<file path="src/rtl/lpd_pkg.sv">
// Package for the length-prefixed deframer: result beat type, phase codes,
// register map and reset constants. No dependencies.
package lpd_pkg;

  localparam int unsigned ByteW      = 8;
  localparam int unsigned PaddrW     = 3;
  localparam int unsigned PdataW     = 32;
  localparam int unsigned FifoDepth  = 4;
  localparam int unsigned FifoPtrW   = $clog2(FifoDepth);
  localparam int unsigned FifoCntW   = FifoPtrW + 1;

  localparam logic [ByteW-1:0] MaxLenReset = 8'd255;
  localparam logic [ByteW-1:0] MinLen      = 8'd2;

  // register index taken from paddr[2]
  localparam logic RegMaxPacketLength = 1'b0;

  typedef enum logic [1:0] {
    PhHdrLow,
    PhHdrHigh,
    PhBody
  } lpd_phase_e;

  typedef struct packed {
    logic [ByteW-1:0] out_byte;
    logic [ByteW-1:0] byte_position;
    logic             packet_end;
    logic             length_error;
  } lpd_result_t;

  typedef struct packed {
    logic [1:0]  cnt;
    lpd_result_t res0;
    lpd_result_t res1;
  } lpd_push_t;

endpackage

</file>
<file path="src/rtl/lpd_fifo.sv">
// Four-entry result queue taking up to two beats per cycle and giving one per cycle while ready_i is high.
// Depends on lpd_pkg.
module lpd_fifo (
  input  logic               clk_i,
  input  logic               rst_ni,
  input  lpd_pkg::lpd_push_t push_i,
  output logic               space2_o,
  output logic               valid_o,
  input  logic               ready_i,
  output lpd_pkg::lpd_result_t data_o
);
  import lpd_pkg::*;

  lpd_result_t           mem_q [FifoDepth];
  logic [FifoPtrW-1:0]   wptr_q, wptr_d, rptr_q, rptr_d;
  logic [FifoCntW-1:0]   cnt_q, cnt_d;
  logic                  pop;

  assign valid_o  = (cnt_q != '0);
  assign data_o   = mem_q[rptr_q];
  assign pop      = valid_o && ready_i;
  assign space2_o = (cnt_q <= FifoCntW'(FifoDepth - 2));

  always_comb begin
    wptr_d = wptr_q + FifoPtrW'(push_i.cnt);
    rptr_d = rptr_q + FifoPtrW'(pop);
    cnt_d  = cnt_q + FifoCntW'(push_i.cnt) - FifoCntW'(pop);
  end

  always_ff @(posedge clk_i or negedge rst_ni) begin
    if (!rst_ni) begin
      wptr_q <= '0;
      rptr_q <= '0;
      cnt_q  <= '0;
    end else begin
      wptr_q <= wptr_d;
      rptr_q <= rptr_d;
      cnt_q  <= cnt_d;
    end
  end

  always_ff @(posedge clk_i) begin
    if (push_i.cnt != 2'd0) begin
      mem_q[wptr_q] <= push_i.res0;
    end
    if (push_i.cnt == 2'd2) begin
      mem_q[wptr_q + FifoPtrW'(1)] <= push_i.res1;
    end
  end

endmodule

</file>
<file path="src/rtl/length_prefixed_deframer_top.sv">
// Length-prefixed deframer top level: header parse, cut-through byte pass,
// APB limit register. Depends on lpd_pkg and lpd_fifo.
// Result beats are registered in the result queue before they reach the outputs.
// Throughput: one input byte per cycle while the queue has room for two beats;
// a valid second header byte yields two beats, absorbed by the four-entry result queue.
// Reset: asynchronous active low; framing waits for a header, limit is 255.
module length_prefixed_deframer_top (
  input  logic                        clk_i,
  input  logic                        rst_ni,
  input  logic                        psel,
  input  logic                        penable,
  input  logic                        pwrite,
  input  logic [lpd_pkg::PaddrW-1:0]  paddr,
  input  logic [lpd_pkg::PdataW-1:0]  pwdata,
  output logic [lpd_pkg::PdataW-1:0]  prdata,
  output logic                        pready,
  input  logic                        in_valid_i,
  output logic                        in_ready_o,
  input  logic [lpd_pkg::ByteW-1:0]   data_byte_i,
  output logic                        out_valid_o,
  input  logic                        out_ready_i,
  output logic [lpd_pkg::ByteW-1:0]   out_byte_o,
  output logic [lpd_pkg::ByteW-1:0]   byte_position_o,
  output logic                        packet_end_o,
  output logic                        length_error_o
);
  import lpd_pkg::*;

  lpd_phase_e        phase_q, phase_d;
  logic [ByteW-1:0]  count_q, count_d;
  logic [ByteW-1:0]  hdr_low_q, hdr_low_d;
  logic [ByteW-1:0]  cur_len_q, cur_len_d;
  logic [ByteW-1:0]  max_len_q;
  logic              accept;
  logic              len_bad;
  logic              body_last;
  logic [ByteW:0]    pos_inc;
  logic              fifo_space2;
  lpd_push_t         push;
  lpd_result_t       out_res;

  // APB
  assign pready = 1'b1;
  assign prdata = (paddr[2] == RegMaxPacketLength) ? PdataW'(max_len_q) : '0;

  always_ff @(posedge clk_i or negedge rst_ni) begin
    if (!rst_ni) begin
      max_len_q <= MaxLenReset;
    end else if (psel && penable && pwrite && pready
                 && paddr[2] == RegMaxPacketLength) begin
      max_len_q <= pwdata[ByteW-1:0];
    end
  end

  assign in_ready_o = fifo_space2;
  assign accept     = in_valid_i && in_ready_o;

  assign len_bad   = (data_byte_i != '0) || (hdr_low_q < MinLen) || (hdr_low_q > max_len_q);
  assign pos_inc   = {1'b0, count_q} + (ByteW+1)'(1);
  assign body_last = (pos_inc >= {1'b0, cur_len_q});

  // next state
  always_comb begin
    phase_d   = phase_q;
    count_d   = count_q;
    hdr_low_d = hdr_low_q;
    cur_len_d = cur_len_q;
    if (accept) begin
      unique case (phase_q)
        PhHdrLow: begin
          hdr_low_d = data_byte_i;
          phase_d   = PhHdrHigh;
        end
        PhHdrHigh: begin
          if (len_bad) begin
            phase_d = PhHdrLow;
          end else begin
            cur_len_d = hdr_low_q;
            count_d   = 8'd2;
            phase_d   = (hdr_low_q == MinLen) ? PhHdrLow : PhBody;
          end
        end
        PhBody: begin
          count_d = pos_inc[ByteW-1:0];
          if (body_last) begin
            phase_d = PhHdrLow;
          end
        end
        default: phase_d = PhHdrLow;
      endcase
    end
  end

  // result beats
  always_comb begin
    push     = '0;
    if (accept) begin
      unique case (phase_q)
        PhHdrLow: push.cnt = 2'd0;
        PhHdrHigh: begin
          if (len_bad) begin
            push.cnt               = 2'd1;
            push.res0.length_error = 1'b1;
          end else begin
            push.cnt                 = 2'd2;
            push.res0.out_byte       = hdr_low_q;
            push.res1.out_byte       = data_byte_i;
            push.res1.byte_position  = 8'd1;
            push.res1.packet_end     = (hdr_low_q == MinLen);
          end
        end
        PhBody: begin
          push.cnt                = 2'd1;
          push.res0.out_byte      = data_byte_i;
          push.res0.byte_position = count_q;
          push.res0.packet_end    = body_last;
        end
        default: push.cnt = 2'd0;
      endcase
    end
  end

  always_ff @(posedge clk_i or negedge rst_ni) begin
    if (!rst_ni) begin
      phase_q   <= PhHdrLow;
      count_q   <= '0;
      hdr_low_q <= '0;
      cur_len_q <= '0;
    end else begin
      phase_q   <= phase_d;
      count_q   <= count_d;
      hdr_low_q <= hdr_low_d;
      cur_len_q <= cur_len_d;
    end
  end

  lpd_fifo u_fifo (
    .clk_i    (clk_i),
    .rst_ni   (rst_ni),
    .push_i   (push),
    .space2_o (fifo_space2),
    .valid_o  (out_valid_o),
    .ready_i  (out_ready_i),
    .data_o   (out_res)
  );

  assign out_byte_o      = out_res.out_byte;
  assign byte_position_o = out_res.byte_position;
  assign packet_end_o    = out_res.packet_end;
  assign length_error_o  = out_res.length_error;

endmodule

</file>
<file path="config.mk">
export PLATFORM = sky130hd
export DESIGN_NAME = length_prefixed_deframer_top
export DESIGN_NICKNAME = d
export VERILOG_FILES = /design/src/rtl/lpd_pkg.sv /design/src/rtl/lpd_fifo.sv /design/src/rtl/length_prefixed_deframer_top.sv
export SDC_FILE = /design/constraint.sdc
export NUM_CORES = 1
export LEC_CHECK = 0
export BUFFER_PORTS_ARGS = -buffer_cell sky130_fd_sc_hd__buf_2
export CAP_MARGIN = 10
export CELL_PAD_IN_SITES_DETAIL_PLACEMENT = 1
export CELL_PAD_IN_SITES_GLOBAL_PLACEMENT = 1
export CORE_UTILIZATION = 28
export DETAILED_ROUTE_END_ITERATION = 10
export GPL_TIMING_DRIVEN = 0
export PLACE_DENSITY = 0.62
export SYNTH_ARGS = -nofsm -noshare
export SYNTH_HDL_FRONTEND = slang
export SYNTH_HIERARCHICAL = 1
export SYNTH_SLANG_ARGS = --single-unit
export TNS_END_PERCENT = 1
</file>
<file path="constraint.sdc">
create_clock -name clk_i -period 5.4 [get_ports clk_i]
set_input_delay 0.54 -clock clk_i [delete_from_list [all_inputs] [get_ports clk_i]]
set_output_delay 0.54 -clock clk_i [all_outputs]
set_load 0.01 [all_outputs]
</file>
Word-level counts from Yosys, hierarchy flattened
Memory sizes are Yosys's and may differ from the RTL's.
Index checks and enable logic that the tools add are counted.

storage, ports and cells
  bits in registers = 41
  memory bits (writable) = 72
  bits of input ports = 50
  output and inout bits = 53
  memories = 1

memory list
  memory        words  width  rd ports  clocked after memory_dff  write ports  RTL line        source
  u_fifo.mem_q  4      18     1         0                         2            lpd_fifo.sv:14  lpd_result_t mem_q [FifoDepth];

cells by class
  add/subtract/negate cells = 6
  $lt $le $gt $ge = 4
  equality and inequality tests = 6
  mux-type cells = 20
  bitwise operators = 2
  reduce and logical (&&, ||, !) cells = 16

operators by type and width
  cell                                                                               number
  37-bit two-way mux                                                                 1
  8-bit one-hot mux with 2 select lines                                              2
  8-bit two-way mux                                                                  3
  18-bit two-way mux                                                                 1
  17-bit two-way mux                                                                 1
  8-bit by 1-bit adder with 9-bit output (second input constant)                     1
  9-bit by 8-bit >= comparator with 1-bit output                                     1
  9-bit two-way mux                                                                  1
  8-bit by 2-bit == test with 1-bit output (second input constant)                   1
  8-bit greater-than comparator                                                      1
  8-bit by 2-bit < comparator with 1-bit output (second input constant)              1
  2-bit two-way mux                                                                  4
  8-bit nonzero test                                                                 1
  2-bit one-hot mux with 3 select lines                                              1
  3-bit AND reduction                                                                2
  1-bit logical AND                                                                  5
  1-bit two-way mux                                                                  5
  2-bit == test (second input constant)                                              2
  2-bit inequality test (second input constant)                                      2
  2-bit one-hot mux with 2 select lines                                              1
  2-bit AND reduction                                                                2
  2-bit nonzero test                                                                 2
  3-bit by 2-bit adder with 3-bit output                                             1
  3-bit by 2-bit less-or-equal comparator with 1-bit output (second input constant)  1
  9 further kinds                                                                    11

Logic depth before layout (Yosys ltp)
Gate-level depths: netlist of the first run.

  depth in word-level cells = 9
  depth in mapped cells = 14
  gate-level depth less buffers = 13

Modules after synthesis
The synthesis of the first run kept the hierarchy.

modules (own cells, without submodules)
  module                        times used  cells an instance  area each (µm²)  seq. area each (µm²)
  lpd_fifo                      1           213                3957.5           2337.2
  length_prefixed_deframer_top  1           254                2403.6           860.8

Worst setup path before layout of the first run
Ideal clock, no wire load.

  path type = flip-flop to flip-flop
  start point = register max_len_q[6]
  end point = memory u_fifo/mem_q[0][0] in the netlist's numbering (enable)
  setup time = 421 ps
  data arrival time = 3501 ps
  path slack = 1478 ps
  cell stages (with the launch flop) = 10
  path buffers = 0
  cell sequence = dfstp_2 > inv_1 > ha_1 > nand4_1 > o21ai_0 > nor2_1 > o41a_1 > o211a_1 > nor2_1 > o31ai_1

RTL lines
  element                 RTL line                            source
  start, declared         length_prefixed_deframer_top.sv:33  logic [ByteW-1:0] max_len_q;
  start signal, assigned  length_prefixed_deframer_top.sv:48  max_len_q <= MaxLenReset;
  start signal, assigned  length_prefixed_deframer_top.sv:51  max_len_q <= pwdata[ByteW-1:0];
  end, declared           lpd_fifo.sv:14

==> results.json, run 1 <==
{
  "syn-cell-area_um2": 6361,
  "ir_drop_mv": 0.1959,
  "hold_path.class": "in2async",
  "leakage_nw": 3.453,
  "initial_utilization_pct": 28.88,
  "dp.cells": 888,
  "first_global_vias": 4666,
  "synth.area.top_cells": "edfxtp_1 34%, mux2_2 14%, dfrtp_1 13%, mux4_2 6.4%, ha_1 4.5%",
  "clk_pin_slew_worst_paths_ps": 60,
  "violations": "design-rule violations",
  "placed_cell_area_um2": 7408,
  "num-fill-cells": 2404,
  "hold_viol_final": 0,
  "endpoint_kind": "flop",
  "ys_seq_elements": 113,
  "synth_top_flop_cell": "edfxtp_1",
  "drv_slew": 0,
  "rows": 54,
  "power_mw": 3.337,
  "busiest_layer": "met2",
  "grt_usage_pct": 15.03,
  "first_pass_iters": 9,
  "num_io_pins": 103,
  "post_cts_resized": 0,
  "synth_edf_count": 72,
  "cp-start-kind": "flop",
  "synthToLayoutAreaGrowth_pct": 25.53,
  "die_x_um": 152.7,
  "syn_avg_cell_area_um2": 13.62,
  "drc": 1,
  "final_area_um2": 7985,
  "grt_overflow": 0,
  "max-slew-margin-rel_pct": 33.97,
  "synth_area_leader_cell": "edfxtp_1",
  "wirelength_um": 16220,
  "synthCells": 467,
  "yosysSeqAreaShare_pct": 50.28,
  "setup_violations": 0,
  "period_share_pct": 76.86,
  "ys_types": 59,
  "routed_via_density": 4.546,
  "tightest_slew_ps": 990.5,
  "dieHeight_um": 152.7,
  "dieArea_um2": 23320,
  "clockBufferDepth": 2,
  "drive_gt1_share_pct": 38.97,
  "async_reset_ff_share_pct": 36.28,
  "numCtsBuffers": 17,
  "gp_congestion": 0.7813,
  "cts_hold_buf": 0,
  "first_iter_violations": 159,
  "drv_cap": 0,
  "postRouteAntennaNets": 0,
  "period_needed_ps": 4150,
  "core_um2": 22030,
  "met3_usage_pct": 4.181,
  "htree_levels": 4,
  "num_vias": 4178,
  "synth_warnings": 6,
  "wl_per_cell_um": 17.65,
  "hpwl_um": 11640,
  "max_freq_mhz": 240.9,
  "crit_path_max_fanout": 13,
  "clk_latency_ps": 420,
  "holdWs_ps": 281.9,
  "grt.met2_usage_pct": 25.80,
  "rsz0062_at_grt": "false",
  "antenna_cells": 0,
  "worstPathArrival_ps": 4320,
  "yosys.area.top_type_share_pct": 33.99,
  "cts_root_buf": "clkbuf_16",
  "io_buffer_count": 50,
  "layout.nets": 701,
  "cts_tree": "yes",
  "status": "finished with violations",
  "cts_setup_buffers": 0,
  "power_density_nw_per_um2": 417.9,
  "use_met1_pct": 17.77,
  "final_cells": 919,
  "grt_max_degree": 42,
  "path_class": "reg2reg",
  "final_util_pct": 36.25,
  "clkSinkCount": 113,
  "clock_skew_ps": 9.124,
  "grt_first_pass_wirelength_um": 26020,
  "antenna_found_initial": 0,
  "cp.required_ps": 5570
}
-- worst paths after layout --
check	start	endpoint	slack, ps	depth (start not counted)
max	u_fifo/cnt_q[1]	u_fifo/mem_q[1][9]	1250	10
min	rst_ni	hdr_low_q[1]	280	1
max reg2reg	u_fifo/cnt_q[1]	u_fifo/mem_q[1][9]	1250	10
min reg2reg	cur_len_q[0]	cur_len_q[0]	540	1
max in group asynchronous	rst_ni	count_q[2]	4490	1
min in group clk_i	pwdata[0]	max_len_q[0]	350	2
-- routing by layer --
metal	vias up	share of wire, %
met2	103	50
li1	1946	-
met1	2107	43
met4	0	1.5
met3	22	5.0
met5	-	0
-- power breakdown --
group	total [mW]	switching (mW)	leakage, nW	internal, mW
registers	1.18	0.0854	1.15	1.09
logic	1.03	0.551	2.03	0.484
clock network	1.12	0.405	0.275	0.718
total	3.34	1.04	3.45	2.30
-- cells in the mapped netlist, types with 3 or more instances --
library cell / count
buf_2: 9
o2bb2ai_1: 5
mux2_2: 80
dfrtp_1: 33
nand2_1: 27
nand4_1: 3
buf_4: 25
nor2_1: 13
inv_1: 20
and2_1: 11
buf_6: 3
ha_1: 23
mux2_4: 10
a21o_1: 3
mux2i_1: 3
nand3_1: 9
nor4_1: 5
xnor2_1: 11
nor2b_1: 4
mux4_2: 18
dfstp_2: 8
o21ai_0: 11
clkbuf_1: 7
nand2b_1: 3
edfxtp_1: 72
a21boi_1: 7
and3_1: 4
a21oi_1: 4
-- cell type report --
cell class | instances | area (µm²) | share of cell area [%]
inverter | 20 | 75.07 | 0.9401
buffer | 45 | 307.8 | 3.855
sequential | 113 | 3198 | 40.05
tap | 280 | 350.3 | 4.387
clock buffer | 20 | 436.7 | 5.469
timing repair buffer | 54 | 347.8 | 4.356
clock inverter | 11 | 140.1 | 1.755
multi-input combinational | 376 | 3129 | 39.19
-- worst max-delay path: stages (launching register included) --
cell and delay (ps):
dfrtp_1 420, a21oi_1 480, and2_1 350, nand2_1 120, or3_4 360, nor3_4 460
and2_1 200, buf_2 180, nor4b_4 740, buf_8 270, mux2_4 320
-- state kept, by name, indices dropped and copies added, names as in the netlist --
register,cells
u_fifo/wptr_q,2
u_fifo/rptr_q,2
phase_q,2
u_fifo/mem_q,72
count_q,8
hdr_low_q,8
u_fifo/cnt_q,3
cur_len_q,8
max_len_q,8
-- layout by cell type (no fill, tap or decap), types with 8 or more instances in the layout --
cell type / n
o21ai_0: 11
nand3_1: 9
buf_4: 25
inv_1: 20
conb_1: 89
ha_1: 23
edfxtp_1: 72
mux2_4: 10
mux4_2: 18
xnor2_1: 11
clkbuf_16: 17
nand2_1: 27
clkbuf_1: 10
buf_2: 59
mux2_2: 80
dfstp_2: 8
and2_1: 11
dfrtp_1: 33
nor2_1: 12
-- stage by stage --
stage	setup TNS, ps	worst slack, ps
detailed placement	0	1198
global route	0	994.4
floorplan	0	1478
finish	0	1250
global placement	-7729	-430.5
CTS	0	1183
-- kinds of logic after synthesis --
kind of cell | count (synthesis) | synth area share (%)
flops | 113 | 50.28
other cells | 2 | 0.1181
buf+inv | 65 | 6.019
mux | 111 | 23.37
simple gates | 96 | 8.812
fa+ha+maj | 24 | 4.839
xor+xnor | 12 | 1.652
compound gates | 44 | 4.918
(Power assumes the default switching activity.)
==> inputs of run 2 (changes only) <==
==> constraint.sdc (replaced) <==
create_clock -name clk_i -period 4.18 [get_ports clk_i]
set_input_delay 0.418 -clock clk_i [delete_from_list [all_inputs] [get_ports clk_i]]
set_output_delay 0.418 -clock clk_i [all_outputs]
set_load 0.01 [all_outputs]
==> run 2 against run 1 <==
The flow now finishes without violations. Sequential cell count did not move. Via count rose by 0.43%. Clock power rose by 29%. First-iteration DRC count fell by 17%. Sequential share of layout area fell by 0.094 points. Worst setup slack got worse by 1100 ps. Count of clock-buffer cells in the layout did not move. Register-to-register slack got worse by 1100 ps. Utilization rose by 0.085 points. Maximum frequency rose by 3.6%. Total power rose by 30%. Non-clock buffer count did not move. Critical path type unchanged. Critical endpoint unchanged. Largest power group unchanged.
==> results.json, run 2 (same netlist as run 1, synthesis figures left out) <==
{
  "numCtsBuffers": 17,
  "grt_first_pass_wirelength_um": 26020,
  "io_buffer_count": 50,
  "tightest_slew_ps": 988.0,
  "final_cells": 919,
  "critPathMaxStageDelay_ps": 750,
  "gp_congestion": 0.7813,
  "top_register": "u_fifo/mem_q",
  "final_util_pct": 36.34,
  "first_iter_violations": 132,
  "hpwl_um": 11640,
  "clock_skew_ps": 9.530,
  "drc": 0,
  "grt_max_degree": 42,
  "first_global_vias": 4666,
  "r2r_setup_slack_ps": 180,
  "layout.nets": 701,
  "rsz0062_at_grt": "false",
  "cts_root_buf": "clkbuf_16",
  "grt_overflow": 0,
  "clk_pin_slew_worst_paths_ps": 60,
  "clk_latency_ps": 420,
  "path_class": "reg2reg",
  "wl_per_cell_um": 17.68,
  "drv_slew": 0,
  "placed_cell_area_um2": 7408,
  "power_density_nw_per_um2": 540.9,
  "clkSinkCount": 113,
  "layout_commonest_cell": "conb_1",
  "num_vias": 4196,
  "timing.rr.end": "u_fifo/mem_q[1][9]",
  "status": "completed",
  "max-slew-margin-rel_pct": 34.13,
  "wirelength_um": 16250,
  "period_needed_ps": 4005,
  "antenna_found_initial": 0,
  "dieHeight_um": 152.7,
  "synthToLayoutAreaGrowth_pct": 25.83,
  "period_share_pct": 95.81,
  "core_um2": 22030,
  "hold_viol_final": 0,
  "cp-start-kind": "flop",
  "postRouteAntennaNets": 0,
  "cts_hold_buf": 0,
  "ir_drop_mv": 0.2434,
  "cp.required_ps": 4350,
  "crit_path_max_fanout": 10,
  "final_cell_mix": "89 x conb_1, 80 x mux2_2, 72 x edfxtp_1, 59 x buf_2, 33 x dfrtp_1",
  "leakage_nw": 3.448,
  "rows": 54,
  "die_x_um": 152.7,
  "final_area_um2": 8004,
  "hold_path.class": "in2async",
  "dieArea_um2": 23320,
  "clockBufferDepth": 2,
  "cts_tree": "yes",
  "initial_utilization_pct": 28.88,
  "rr_worst_depth": 9,
  "holdWs_ps": 157.8,
  "drv_cap": 0,
  "max_freq_mhz": 249.7,
  "largest_register_ffs": 72,
  "num_io_pins": 103,
  "antenna_cells": 0,
  "endpoint_kind": "flop",
  "dp.cells": 888,
  "r2r-start": "max_len_q[3]",
  "cp_slowest_cell": "nor4b_4",
  "first_pass_iters": 6,
  "routed_via_density": 4.566,
  "setup_violations": 0,
  "crit_chain": "inv_1, ha_1, a211oi_1, a21oi_2, o41a_1, o211a_2, nor4b_4, buf_8, mux2_4",
  "worstPathArrival_ps": 4170,
  "htree_levels": 4,
  "grt_usage_pct": 15.03,
  "drive_gt1_share_pct": 39.28
}
## run 2: metal layers
| metal | routed length, µm | track usage, % | vias to the layer above |
|---|---|---|---|
| li1 | - | - | 1952 |
| met1 | 7090 | 17.77 | 2128 |
| met2 | 8228 | 25.80 | 94 |
| met3 | 675 | 4.181 | 22 |
| met4 | 250 | 5.868 | 0 |
| met5 | 0 | 0 | - |
## run 2: repair_timing
action / in CTS / in global routing
cloned: 0 / 0
resized for setup: 1 / 3
setup endpoints to repair: 18 / 22
buffers inserted: 0 / 0
## run 2: worst max-delay path, delay by kind of cell (launching register included)
family	cells	cell delay (ps)
buf+inv	2	320
compound gates	4	1520
mux	1	320
simple gates	1	750
flops	1	520
fa+ha+maj	1	310
## run 2: power by group
group	internal [mW]	leakage (nW)	switching, mW
combinational	0.632	2.03	0.715
clock	0.927	0.275	0.525
sequential	1.41	1.15	0.117
total	2.97	3.45	1.36
## run 2: how the worst max path moves through the flow
stage | cells past startpoint | start | end | slack (ps)
floorplan | 9 | max_len_q[6] | u_fifo/mem_q[0][0] | 260
global placement | 9 | u_fifo/cnt_q[1] | u_fifo/mem_q[0][6] | -1650
detailed placement | 10 | u_fifo/cnt_q[1] | u_fifo/mem_q[1][8] | -20
CTS | 11 | max_len_q[3] | u_fifo/mem_q[2][15] | 4
global route | 9 | max_len_q[3] | u_fifo/mem_q[1][12] | 8
finish | 9 | max_len_q[3] | u_fifo/mem_q[1][9] | 180
## run 2: final cells by class
class / count / area (µm²)
inverters: 20 / 75.07
clock buffers: 20 / 436.7
clock inverters: 11 / 140.1
multi-input cells: 376 / 3148
plain buffers: 45 / 307.8
fillers: 2400 / 14020
repair buffers: 54 / 347.8
well taps: 280 / 350.3
flip-flops and latches: 113 / 3198
## run 2: through the flow
| stage | setup slack [ps] | TNS, ps | total power [mW] |
|---|---|---|---|
| 3_5_place_dp | -22.25 | -243.4 | 2.897 |
| 3_3_place_gp | -1650 | -58570 | 2.797 |
| 5_1_grt | 7.768 | 0 | 4.576 |
| 2_1_floorplan | 258.0 | 0 | 2.408 |
| 6_report | 175.0 | 0 | 4.330 |
| 4_1_cts | 3.650 | 0 | 4.383 |
==> inputs of run 3 (changes only) <==
--- a/config.mk
+++ b/config.mk
@@ -12,7 +12,9 @@
 export CORE_UTILIZATION = 28
 export DETAILED_ROUTE_END_ITERATION = 10
 export GPL_TIMING_DRIVEN = 0
+export MAX_ROUTING_LAYER = met4
 export PLACE_DENSITY = 0.62
+export SKIP_LAST_GASP = 1
 export SYNTH_ARGS = -nofsm -noshare
 export SYNTH_HDL_FRONTEND = slang
 export SYNTH_HIERARCHICAL = 1
==> run 3 against run 2 <==
The flow now finishes with violations (design-rule violations). First-iteration DRC count is 17% higher. Worst setup slack better by 4.4 ps. Sequential cell count stayed put. Cell count stayed put. Non-clock buffer count stayed put. Sequential power hardly changed. Via count is 0.52% higher. Global-route usage is 0.49 points higher. Maximum frequency is 0.11% higher. Die area stayed put. Largest power group unchanged. Register-to-register slack hardly changed.
==> results.json, run 3 (same netlist as run 1, synthesis figures left out) <==
{
  "cp.required_ps": 4350,
  "first_iter_violations": 154,
  "first_pass_iters": 10,
  "path_class": "reg2reg",
  "tightest_slew_ps": 991.0,
  "numCtsBuffers": 17,
  "die_x_um": 152.7,
  "wirelength_um": 16270,
  "top_layer": "met4",
  "rsz0062_at_grt": "true",
  "htree_levels": 4,
  "crit_start": "max_len_q[3]",
  "holdWs_ps": 156.6,
  "drc": 1,
  "met1_length_um": 7112,
  "cts_root_buf": "clkbuf_16",
  "ff_latch_area_um2": 3198,
  "timing.rr.end": "u_fifo/mem_q[1][9]",
  "power_frac_seq_pct": 35.3,
  "clk_latency_ps": 430,
  "grt_overflow": 0,
  "endpoint": "u_fifo/mem_q[1][9]",
  "grt_first_pass_wirelength_um": 26050,
  "clock_skew_ps": 10.91,
  "hold_viol_final": 0,
  "dieArea_um2": 23320,
  "layout_commonest_cell": "conb_1",
  "clkSinkCount": 113,
  "leakage_nw": 3.447,
  "endpoint_kind": "flop",
  "synthToLayoutAreaGrowth_pct": 25.71,
  "ir_drop_mv": 0.2434,
  "dieHeight_um": 152.7,
  "cts_tree": "yes",
  "routed_via_density": 4.590,
  "grt_max_degree": 42,
  "period_needed_ps": 4001,
  "crit_path_max_fanout": 10,
  "cp_slowest_cell": "nor4b_4",
  "num_vias": 4218,
  "crit_chain": "inv_1, ha_1, a211oi_1, a21oi_2, o41a_1, o211a_2, nor4b_4, buf_8, mux2_4",
  "max_freq_mhz": 250.0,
  "violations": "design-rule violations",
  "hpwl_um": 11640,
  "switching_power_mw": 1.352,
  "gp_congestion": 0.7921,
  "antenna_cells": 0,
  "postRouteAntennaNets": 0,
  "top_register": "u_fifo/mem_q",
  "antenna_found_initial": 0,
  "cts_hold_buf": 0,
  "period_share_pct": 95.71,
  "drv_slew": 0,
  "met3WireLength_um": 655,
  "setup_violations": 0,
  "cts_setup_buffers": 0,
  "final_cells": 919,
  "num-fill-cells": 2400,
  "power_density_nw_per_um2": 540.3,
  "multiInputGateArea_um2": 3141,
  "largest_register_ffs": 72,
  "hold_path.class": "in2async",
  "io_buffer_count": 50,
  "pwr-share-clk_pct": 33.6,
  "status": "finished with violations",
  "dp.cells": 888,
  "final_cell_mix": "89 x conb_1, 80 x mux2_2, 72 x edfxtp_1, 59 x buf_2, 33 x dfrtp_1",
  "r2r_setup_slack_ps": 180,
  "sw_frac_of_total_pct": 31.28,
  "rr_worst_depth": 9,
  "drv_cap": 0,
  "first_global_vias": 4677,
  "combPwrFrac_pct": 31.1,
  "max-slew-margin-rel_pct": 33.93,
  "cp-start-kind": "flop",
  "clockBufferDepth": 2,
  "layout.nets": 701,
  "post_cts_resized": 1,
  "worstPathArrival_ps": 4170,
  "core_um2": 22030,
  "clk_pin_slew_worst_paths_ps": 60,
  "fin_tns_setup_ps": 0,
  "wl_per_cell_um": 17.70,
  "grt_usage_pct": 15.52,
  "met2WireLength_um": 8257,
  "critPathMaxStageDelay_ps": 750,
  "drive_gt1_share_pct": 39.28,
  "num_io_pins": 103,
  "p_int_mw": 2.969,
  "r2r-start": "max_len_q[3]",
  "rows": 54,
  "initial_utilization_pct": 28.88
}
## run 3: metal layers
layer,global-route usage (%),vias to the layer above
li1,-,1949
met1,17.93,2151
met2,25.73,99
met3,4.152,19
met4,5.868,0
met5,-,-
## run 3: critical path, delay by kind of cell (launching register included)
family / cells / cell delay, ps
compound gates: 4 / 1510
flops: 1 / 520
mux: 1 / 320
fa+ha+maj: 1 / 310
simple gates: 1 / 750
buf+inv: 2 / 320
## run 3: power by group through the flow
stage	Combinational (mW)	Clock (mW)	Sequential, mW
floorplan	0.900	0	1.51
global placement	1.26	0	1.54
detailed placement	1.35	0	1.55
CTS	1.37	1.49	1.53
global route	1.48	1.54	1.55
finish	1.34	1.45	1.53
## run 3: how the worst min path moves through the flow
stage	from	end	depth (start not counted)
floorplan	rst_ni	count_q[0]	0
CTS	rst_ni	hdr_low_q[0]	1
detailed placement	cur_len_q[0]	cur_len_q[0]	1
global placement	cur_len_q[0]	cur_len_q[0]	1
finish	rst_ni	hdr_low_q[1]	1
global route	pwdata[4]	max_len_q[4]	2
## run 3: stage by stage
stage | cell area (µm²) | util, % | setup slack, ps | power [mW]
5_1_grt | 7996 | 36.30 | -41.10 | 4.569
4_1_cts | 7989 | 36.27 | 3.650 | 4.383
3_3_place_gp | 7288 | 33.09 | -1650 | 2.797
2_1_floorplan | 6688 | - | 258.0 | 2.408
6_report | 7996 | 36.30 | 179.4 | 4.321
3_5_place_dp | 7408 | 33.63 | -22.25 | 2.897
## run 3: layout make-up
class | instances | area share [%]
multi-input combinational | 376 | 39.27
sequential | 113 | 39.99
tap | 280 | 4.381
timing repair buffer | 54 | 4.350
clock inverter | 11 | 1.752
clock buffer | 20 | 5.461
buffer | 45 | 3.849
inverter | 20 | 0.9388
